$ cat config.mk
export PLATFORM = sky130hd
export DESIGN_NAME = sha1_message_digest
export DESIGN_NICKNAME = d
export VERILOG_FILES = /design/src/sha1md_pkg.sv /design/src/sha1_message_digest.sv /design/src/sha1md_front.sv /design/src/sha1md_fifo.sv /design/src/sha1md_core.sv
export SDC_FILE = /design/constraint.sdc
export NUM_CORES = 2
export LEC_CHECK = 0
export ABC_AREA = 1
export BUFFER_PORTS_ARGS = -buffer_cell sky130_fd_sc_hd__clkbuf_2
export CAP_MARGIN = 20
export CORE_MARGIN = 3
export CORE_UTILIZATION = 45
export DETAILED_ROUTE_END_ITERATION = 7
export PLACE_DENSITY = 0.59
export RECOVER_POWER = 100
export SYNTH_ARGS = -nofsm -noshare
export SYNTH_HDL_FRONTEND = slang
export SYNTH_SLANG_ARGS = --single-unit
export TNS_END_PERCENT = 20
$ cat constraint.sdc
create_clock -name clk -period 8.1 [get_ports clk]
set_clock_uncertainty 0.15 [all_clocks]
set_input_delay 0.405 -clock clk [delete_from_list [all_inputs] [get_ports clk]]
set_output_delay 0.405 -clock clk [all_outputs]
set_load 0.01 [all_outputs]
$ cat src/sha1md_pkg.sv
`timescale 1ns / 1ps

package sha1md_pkg;

  localparam logic [31:0] H_INIT [5] = '{
    32'h67452301, 32'hEFCDAB89, 32'h98BADCFE, 32'h10325476, 32'hC3D2E1F0
  };

  localparam logic [31:0] K_R0 = 32'h5A827999;
  localparam logic [31:0] K_R1 = 32'h6ED9EBA1;
  localparam logic [31:0] K_R2 = 32'h8F1BBCDC;
  localparam logic [31:0] K_R3 = 32'hCA62C1D6;

  localparam logic [7:0] PAD_BYTE     = 8'h80;
  localparam logic [5:0] LEN_POS      = 6'd56;
  localparam logic [5:0] BLOCK_END    = 6'd63;

  localparam logic [6:0] ROUND_LOADED = 7'd15;
  localparam logic [6:0] ROUND_FIRST  = 7'd16;
  localparam logic [6:0] ROUND_B1     = 7'd20;
  localparam logic [6:0] ROUND_B2     = 7'd40;
  localparam logic [6:0] ROUND_B3     = 7'd60;
  localparam logic [6:0] ROUND_LAST   = 7'd79;

  typedef struct packed {
    logic        last_word;
    logic [31:0] word;
  } q_entry_t;

  typedef enum logic [3:0] {
    F_IDLE     = 4'b0001,
    F_PAD_ONE  = 4'b0010,
    F_PAD_ZERO = 4'b0100,
    F_PAD_LEN  = 4'b1000
  } front_state_t;

  typedef enum logic [2:0] {
    B_LOAD   = 3'b001,
    B_ROUNDS = 3'b010,
    B_FINISH = 3'b100
  } back_state_t;

endpackage

$ cat src/sha1_message_digest.sv
`timescale 1ns / 1ps

// Streaming SHA-1. One request carries at most one message byte (tuser set)
// and may end the message (tlast). Bytes are taken one per cycle while the
// word queue has room and no padding is under way. The round engine loads a
// block's sixteen words from the queue, running a round with each, then runs
// 64 more rounds and folds the result into the chain, but with the default
// four-word queue the front runs ahead of the rounds by only 16 bytes, so
// input stalls while the rounds run. Ending a message adds 9 to 72 padding
// byte slots at one per cycle in the front while the queue has room, and the
// digest (word 0 in the lowest bits) appears once the last padded block has
// run its rounds and been folded into the chain, later while an earlier
// digest is still waiting. The hasher restarts by itself after each digest.
module sha1_message_digest
  import sha1md_pkg::*;
#(
  parameter int QUEUE_DEPTH = 4
) (
  input  logic         clk,
  input  logic         rst,
  input  logic         s_axis_tvalid,
  output logic         s_axis_tready,
  input  logic [7:0]   s_axis_tdata,   // data_byte
  input  logic         s_axis_tuser,   // byte_present
  input  logic         s_axis_tlast,   // end_of_message
  output logic         m_axis_tvalid,
  input  logic         m_axis_tready,
  output logic [159:0] m_axis_tdata    // digest_word0 .. digest_word4
);

  logic     push;
  q_entry_t push_data;
  logic     q_ready;
  logic     q_valid;
  q_entry_t q_data;
  logic     q_pop;

  sha1md_front u_front (
    .clk           (clk),
    .rst           (rst),
    .s_axis_tvalid (s_axis_tvalid),
    .s_axis_tready (s_axis_tready),
    .s_axis_tdata  (s_axis_tdata),
    .s_axis_tuser  (s_axis_tuser),
    .s_axis_tlast  (s_axis_tlast),
    .q_push        (push),
    .q_data        (push_data),
    .q_ready       (q_ready)
  );

  sha1md_fifo #(
    .DEPTH (QUEUE_DEPTH)
  ) u_fifo (
    .clk   (clk),
    .rst   (rst),
    .push  (push),
    .wdata (push_data),
    .ready (q_ready),
    .valid (q_valid),
    .rdata (q_data),
    .pop   (q_pop)
  );

  sha1md_core u_core (
    .clk           (clk),
    .rst           (rst),
    .q_valid       (q_valid),
    .q_data        (q_data),
    .q_pop         (q_pop),
    .m_axis_tvalid (m_axis_tvalid),
    .m_axis_tready (m_axis_tready),
    .m_axis_tdata  (m_axis_tdata)
  );

endmodule

$ cat src/sha1md_front.sv
`timescale 1ns / 1ps

module sha1md_front
  import sha1md_pkg::*;
(
  input  logic       clk,
  input  logic       rst,
  input  logic       s_axis_tvalid,
  output logic       s_axis_tready,
  input  logic [7:0] s_axis_tdata,
  input  logic       s_axis_tuser,
  input  logic       s_axis_tlast,
  output logic       q_push,
  output q_entry_t   q_data,
  input  logic       q_ready
);

  front_state_t st;
  logic [5:0]   pos;
  logic [60:0]  byte_cnt;
  logic [60:0]  byte_cnt_next;
  logic [63:0]  len_sr;
  logic [31:0]  wbuf;
  logic [31:0]  wbuf_next;
  logic         accept;
  logic         put;
  logic [7:0]   put_byte;

  assign s_axis_tready = (st == F_IDLE) && q_ready;
  assign accept        = s_axis_tvalid && s_axis_tready;
  assign byte_cnt_next = s_axis_tuser ? byte_cnt + 61'd1 : byte_cnt;

  always_comb begin
    put      = 1'b0;
    put_byte = '0;
    case (st)
      F_IDLE: begin
        put      = accept && s_axis_tuser;
        put_byte = s_axis_tdata;
      end
      F_PAD_ONE: begin
        put      = q_ready;
        put_byte = PAD_BYTE;
      end
      F_PAD_ZERO: begin
        put      = q_ready && (pos != LEN_POS);
        put_byte = '0;
      end
      F_PAD_LEN: begin
        put      = q_ready;
        put_byte = len_sr[63:56];
      end
      default: begin
        put      = 1'b0;
        put_byte = '0;
      end
    endcase
  end

  // big-endian packing of four bytes into one word
  assign wbuf_next = ((pos[1:0] == 2'b00) ? 32'd0 : wbuf) |
                     ({24'd0, put_byte} << {~pos[1:0], 3'b000});

  assign q_push = put && (pos[1:0] == 2'b11);
  assign q_data = {(st == F_PAD_LEN) && (pos == BLOCK_END), wbuf_next};

  always_ff @(posedge clk) begin
    if (rst) begin
      st       <= F_IDLE;
      pos      <= '0;
      byte_cnt <= '0;
    end else begin
      if (put) begin
        pos <= pos + 6'd1;
      end
      case (st)
        F_IDLE: begin
          if (accept) begin
            byte_cnt <= byte_cnt_next;
            if (s_axis_tlast) begin
              st <= F_PAD_ONE;
            end
          end
        end
        F_PAD_ONE: begin
          if (q_ready) begin
            st <= F_PAD_ZERO;
          end
        end
        F_PAD_ZERO: begin
          if (pos == LEN_POS) begin
            st <= F_PAD_LEN;
          end
        end
        F_PAD_LEN: begin
          if (q_ready && (pos == BLOCK_END)) begin
            st       <= F_IDLE;
            byte_cnt <= '0;
          end
        end
        default: begin
          st <= F_IDLE;
        end
      endcase
    end
  end

  always_ff @(posedge clk) begin
    if (put) begin
      wbuf <= wbuf_next;
    end
    if ((st == F_IDLE) && accept && s_axis_tlast) begin
      len_sr <= {byte_cnt_next, 3'b000};
    end else if ((st == F_PAD_LEN) && q_ready) begin
      len_sr <= {len_sr[55:0], 8'd0};
    end
  end

`ifndef NO_ASSERTIONS
  a_ready_idle: assert property (@(posedge clk) disable iff (rst)
    s_axis_tready |-> (st == F_IDLE))
    else $error("input ready outside idle");

  a_len_start: assert property (@(posedge clk) disable iff (rst)
    ((st == F_PAD_LEN) && ($past(st) != F_PAD_LEN)) |-> (pos == LEN_POS))
    else $error("length bytes not aligned to byte 56");
`endif

endmodule

$ cat src/sha1md_fifo.sv
`timescale 1ns / 1ps

module sha1md_fifo
  import sha1md_pkg::*;
#(
  parameter int DEPTH = 4
) (
  input  logic     clk,
  input  logic     rst,
  input  logic     push,
  input  q_entry_t wdata,
  output logic     ready,
  output logic     valid,
  output q_entry_t rdata,
  input  logic     pop
);

  localparam int AW = (DEPTH > 1) ? $clog2(DEPTH) : 1;
  localparam int CW = $clog2(DEPTH + 1);

  q_entry_t        mem [DEPTH];
  logic [AW-1:0]   wptr;
  logic [AW-1:0]   rptr;
  logic [CW-1:0]   cnt;
  logic            do_push;
  logic            do_pop;

  assign ready   = (cnt != CW'(DEPTH));
  assign valid   = (cnt != '0);
  assign rdata   = mem[rptr];
  assign do_push = push && ready;
  assign do_pop  = pop && valid;

  always_ff @(posedge clk) begin
    if (rst) begin
      wptr <= '0;
      rptr <= '0;
      cnt  <= '0;
    end else begin
      if (do_push) begin
        wptr <= (wptr == AW'(DEPTH - 1)) ? '0 : wptr + AW'(1);
      end
      if (do_pop) begin
        rptr <= (rptr == AW'(DEPTH - 1)) ? '0 : rptr + AW'(1);
      end
      if (do_push && !do_pop) begin
        cnt <= cnt + CW'(1);
      end else if (do_pop && !do_push) begin
        cnt <= cnt - CW'(1);
      end
    end
  end

  always_ff @(posedge clk) begin
    if (do_push) begin
      mem[wptr] <= wdata;
    end
  end

endmodule

$ cat src/sha1md_core.sv
`timescale 1ns / 1ps

module sha1md_core
  import sha1md_pkg::*;
(
  input  logic         clk,
  input  logic         rst,
  input  logic         q_valid,
  input  q_entry_t     q_data,
  output logic         q_pop,
  output logic         m_axis_tvalid,
  input  logic         m_axis_tready,
  output logic [159:0] m_axis_tdata
);

  back_state_t  st;
  logic [6:0]   rnd;
  logic [31:0]  chain [5];
  logic [31:0]  a, b, c, d, e;
  logic [31:0]  sr [16];
  logic         last_blk;
  logic         out_valid;
  logic [159:0] out_data;

  logic [31:0]  sched;
  logic [31:0]  wi;
  logic [31:0]  f;
  logic [31:0]  k;
  logic [31:0]  t;
  logic         advance;
  logic         done_ok;
  logic [31:0]  sums [5];
  logic [31:0]  chain_next [5];

  assign sched = sr[13] ^ sr[8] ^ sr[2] ^ sr[0];
  assign wi    = (st == B_LOAD) ? q_data.word : {sched[30:0], sched[31]};

  always_comb begin
    if (rnd < ROUND_B1) begin
      f = (b & c) | (~b & d);
      k = K_R0;
    end else if (rnd < ROUND_B2) begin
      f = b ^ c ^ d;
      k = K_R1;
    end else if (rnd < ROUND_B3) begin
      f = (b & c) | (b & d) | (c & d);
      k = K_R2;
    end else begin
      f = b ^ c ^ d;
      k = K_R3;
    end
  end

  assign t       = {a[26:0], a[31:27]} + f + e + k + wi;
  assign q_pop   = (st == B_LOAD);
  assign advance = ((st == B_LOAD) && q_valid) || (st == B_ROUNDS);
  assign done_ok = !last_blk || !out_valid || m_axis_tready;

  assign sums[0] = chain[0] + a;
  assign sums[1] = chain[1] + b;
  assign sums[2] = chain[2] + c;
  assign sums[3] = chain[3] + d;
  assign sums[4] = chain[4] + e;

  always_comb begin
    for (int i = 0; i < 5; i++) begin
      chain_next[i] = last_blk ? H_INIT[i] : sums[i];
    end
  end

  assign m_axis_tvalid = out_valid;
  assign m_axis_tdata  = out_data;

  always_ff @(posedge clk) begin
    if (rst) begin
      st        <= B_LOAD;
      rnd       <= '0;
      out_valid <= 1'b0;
      for (int i = 0; i < 5; i++) begin
        chain[i] <= H_INIT[i];
      end
      a <= H_INIT[0];
      b <= H_INIT[1];
      c <= H_INIT[2];
      d <= H_INIT[3];
      e <= H_INIT[4];
    end else begin
      if (out_valid && m_axis_tready) begin
        out_valid <= 1'b0;
      end
      if (advance) begin
        a   <= t;
        b   <= a;
        c   <= {b[1:0], b[31:2]};
        d   <= c;
        e   <= d;
        rnd <= rnd + 7'd1;
      end
      case (st)
        B_LOAD: begin
          if (q_valid && (rnd == ROUND_LOADED)) begin
            st <= B_ROUNDS;
          end
        end
        B_ROUNDS: begin
          if (rnd == ROUND_LAST) begin
            st <= B_FINISH;
          end
        end
        B_FINISH: begin
          if (done_ok) begin
            for (int i = 0; i < 5; i++) begin
              chain[i] <= chain_next[i];
            end
            a   <= chain_next[0];
            b   <= chain_next[1];
            c   <= chain_next[2];
            d   <= chain_next[3];
            e   <= chain_next[4];
            rnd <= '0;
            st  <= B_LOAD;
            if (last_blk) begin
              out_valid <= 1'b1;
            end
          end
        end
        default: begin
          st <= B_LOAD;
        end
      endcase
    end
  end

  always_ff @(posedge clk) begin
    if (advance) begin
      for (int i = 0; i < 15; i++) begin
        sr[i] <= sr[i+1];
      end
      sr[15] <= wi;
    end
    if ((st == B_LOAD) && q_valid && (rnd == ROUND_LOADED)) begin
      last_blk <= q_data.last_word;
    end
    if ((st == B_FINISH) && done_ok && last_blk) begin
      out_data <= {sums[4], sums[3], sums[2], sums[1], sums[0]};
    end
  end

`ifndef NO_ASSERTIONS
  a_load_range: assert property (@(posedge clk) disable iff (rst)
    (st == B_LOAD) |-> (rnd <= ROUND_LOADED))
    else $error("round count past load phase");

  a_round_range: assert property (@(posedge clk) disable iff (rst)
    (st == B_ROUNDS) |-> ((rnd >= ROUND_FIRST) && (rnd <= ROUND_LAST)))
    else $error("round count out of range");

  a_digest_init: assert property (@(posedge clk) disable iff (rst)
    ((st == B_FINISH) && done_ok && last_blk) |=> (a == H_INIT[0]) && out_valid)
    else $error("chain not restarted after digest");
`endif

endmodule
==> reports/metrics.yaml <==
floorplan:
  coreArea_mm2: 0.1418
  die_h_um: 384.2
  start_util_pct: 45.42
  die_w_um: 384.2
  io_pins: 176
  die-area_mm2: 0.1476
  placement_rows: 138
cts:
  clockBufferDepth: 3
  htreeDepth: 4
  clock_latency_ns: 0.79
  cts_inserted_buffers: 144
  cts_resized: 0
  clkTransAtPathRegs_ns: 0.06
  clock-sinks: 1309
  root_buffer: "clkbuf_16"
  cts_tree: "done"
synth:
  ys_seq_elements: 1309
  avgSynthCellArea_um2: 10.07
  ys_seq_area_share_pct: 57.15
  ys.flop_type: "edfxtp_1"
  synth_edf_count: 1058
  ys_warn_count: 0
  synth.net_count: 6764
  netlist_area_mm2: 0.06438
  yosys.area.top_type: "edfxtp_1"
  ys_types: 62
  netlist_instances: 6395
  async_reset_ff_share_pct: 0
  ys_top_cells_by_area: "edfxtp_1 (49%), dfxtp_1 (7.8%), nand2_1 (7.6%)"
  yosysTopAreaCellShare_pct: 49.35
worst_setup_path:
  crit_arrival_ns: 7.84
  end_kind: "register"
  cp_cell_sequence: "clkbuf_1 -> inv_2 -> nor2_1 -> nor2_4 -> buf_4 -> clkinvlp_2 -> nor2_1 -> inv_1 -> nor2_2 -> inv_2 -> buf_4 -> or2_0"
  start_kind: "register"
  critPathMaxStageDelay_ns: 2.24
  worstReg2RegStart: "u_core.last_blk$_DFFE_PP_"
  r2r_cells: 12
  cp_top_family: "simple AND/OR/NAND/NOR gates"
  crit_fanout: 54
  reg2reg_to: "u_core.chain[0][66]$_SDFFCE_PN1P_"
  path_class: "register to register"
  r2r_slack_ns: 0.63
  crit_buf_inv: 7
  cp_slowest_cell: "nor2_2"
  required_ns: 8.47
cells_and_area:
  syn2layout_area_growth_pct: 11.63
  mostFrequentLayoutCells: "nand2_1 (1303), edfxtp_1 (1058), inv_1 (842)"
  nNetsFinal: 6975
  fill_cells: 13050
  mostFrequentLayoutCell: "nand2_1"
  layout-drive-gt1-share_pct: 5.085
  ff_latch_area_mm2: 0.03680
  multi_input_area_mm2: 0.02368
  utilization_pct: 50.70
routing:
  wl_met2_mm: 86.96
  drc_errors: 0
  vias: 47160
  met1Wirelength_mm: 90.27
  wl_mm: 199.1
  drt_iter0_drc: 5184
  ant_nets: 0
  avgViaCountPerCell: 5.471
  dr_wl_met3_mm: 15.54
  dr.pass1.iters: 7
  top_layer: "met5"
  wire_per_inst_um: 23.11
placed_design:
  place_hpwl_mm: 145.6
  io_buffers: 175
  place_congestion: 0.9567
timing:
  final_min_period_over_clock_period_pct: 92.23
  worst_pin_slew_ns: 4.057
  slew_headroom_pct: -170.5
  finalSetupTns_ns: 0
  setup_viol: 0
  fmax_mhz: 133.9
  finalHoldViolCount: 0
  min_period_ns: 7.470
  drv_slew: 961
  rsz0062_at_grt: "no"
  timing.hold.ws_ns: 0.08254
global_route:
  gr-usage-all-layers_pct: 26.74
  grt_overflow_total: 0
  grt_max_degree: 216
  grt_pass1_vias: 45240
  grt_pass1_wl_mm: 292.6
  antenna_found_initial: 11
run_status:
  outcome: "finished with violations"
  violations: "max-capacitance violations, max-slew violations"
flow_run:
  drv_cap: 14
min_path:
  hold_depth: 4
  min_to: "u_front.byte_cnt[51]$_SDFFE_PP0P_"
  holdCritPathClass: "input pin to register"
  min-delay-start: "s_axis_tuser"
==> how the worst max path moves through the flow <==
stage	endpoint	slack [ns]	start	depth (start not counted)
after floorplan	u_core.sr[0][0]$_DFFE_PN_	0.14	u_core.st[2]$_SDFFE_PP0P_	7
after global placement	u_core.a[30]$_SDFF_PP1_	1.58	register	24
after detailed placement	u_core.a[30]$_SDFF_PP1_	1.52	register	24
after CTS	u_core.a[30]$_SDFF_PP1_	1.50	register	24
after global routing	u_core.d[2]$_SDFF_PP1_	0.59	u_core.last_blk$_DFFE_PP_	14
final	u_core.chain[0][66]$_SDFFCE_PN1P_	0.63	u_core.last_blk$_DFFE_PP_	12
==> Yosys cell counts, types with 5 or more instances <==
cell,instances
nor3_1,74
a21o_1,21
nor2_4,5
nand3b_1,30
o221ai_1,21
ha_1,230
fa_1,125
clkbuf_1,103
xnor2_1,127
buf_2,45
o21bai_1,23
inv_1,843
o21ai_0,369
nor2_1,522
nand4_1,75
a21boi_0,12
nand2_1,1302
a31oi_1,8
or2_2,37
nand3_1,315
o21ai_1,10
inv_2,6
xor2_1,119
edfxtp_1,1058
o211ai_1,57
and2_1,12
dfxtp_1,251
a21oi_1,377
nor2_2,8
o22ai_1,98
a22o_1,7
nor4_1,7
a32o_1,10
or2_1,6
buf_1,13
o21a_1,21
==> cell type report <==
type	instances	area share [%]
sequential	1309	51.20
multi-input combinational	4066	32.95
clock buffer	188	5.355
inverter	854	4.478
tap	1890	3.290
timing repair buffer	231	1.466
clock inverter	78	1.248
antenna	3	0.01045
==> logic make-up (layout without fill, tap and decap cells) <==
group,after synthesis,after routing,share of synthesized area (%)
DFF,1309,1309,57.15
other,0,3,0
adders and majority gates,355,355,8.357
buffers and inverters,1020,1351,6.079
AOI/OAI and AO/OA,1055,1055,9.288
and+or+nand+nor,2407,2407,15.73
muxes,3,3,0.04664
xor gates and xnor gates,246,246,3.347
==> worst reg2reg max path, stage by stage, from the launching register on <==
cell and delay [ns]:
edfxtp_1 0.36, clkbuf_1 0.76, inv_2 0.23, nor2_1 0.14, nor2_4 0.12, buf_4 0.35
clkinvlp_2 1.31, nor2_1 0.53, inv_1 0.16, nor2_2 2.24, inv_2 -0.03, buf_4 0.50
or2_0 0.39
==> metal layers <==
| layer | GRT usage (%) | vias up |
|---|---|---|
| met1 | 39.21 | 22950 |
| met5 | 0 | - |
| met2 | 40.29 | 1759 |
| met4 | 8.110 | 8 |
| met3 | 4.944 | 335 |
| li1 | - | 22110 |
==> metrics by stage <==
step | std cells | setup slack, ns | cell area, µm²
after global routing | 8616 | 0.5868 | 71860
after detailed placement | 8346 | 1.520 | 67410
after global placement | 8346 | 1.576 | 67410
after CTS | 8614 | 1.498 | 72170
final | 8619 | 0.6297 | 71870
after floorplan | 6395 | 0.1436 | 64380
==> state kept, by name, indices dropped and copies added (netlist names), 61 cells and up, named ones only <==
signal	flops
u_core.sr	512
u_core.chain	160
u_core.m_axis_tdata	160
u_fifo.mem	132
u_front.byte_cnt	61
u_front.len_sr	61
==> timing repair <==
action / CTS / global route
hold buffers: 2 / 0
buffers inserted: 0 / 0
hold endpoints to repair: 2 / 0
Power is not shown: default switching activity piles up to over one toggle a cycle in this logic, so the estimate is an artifact.
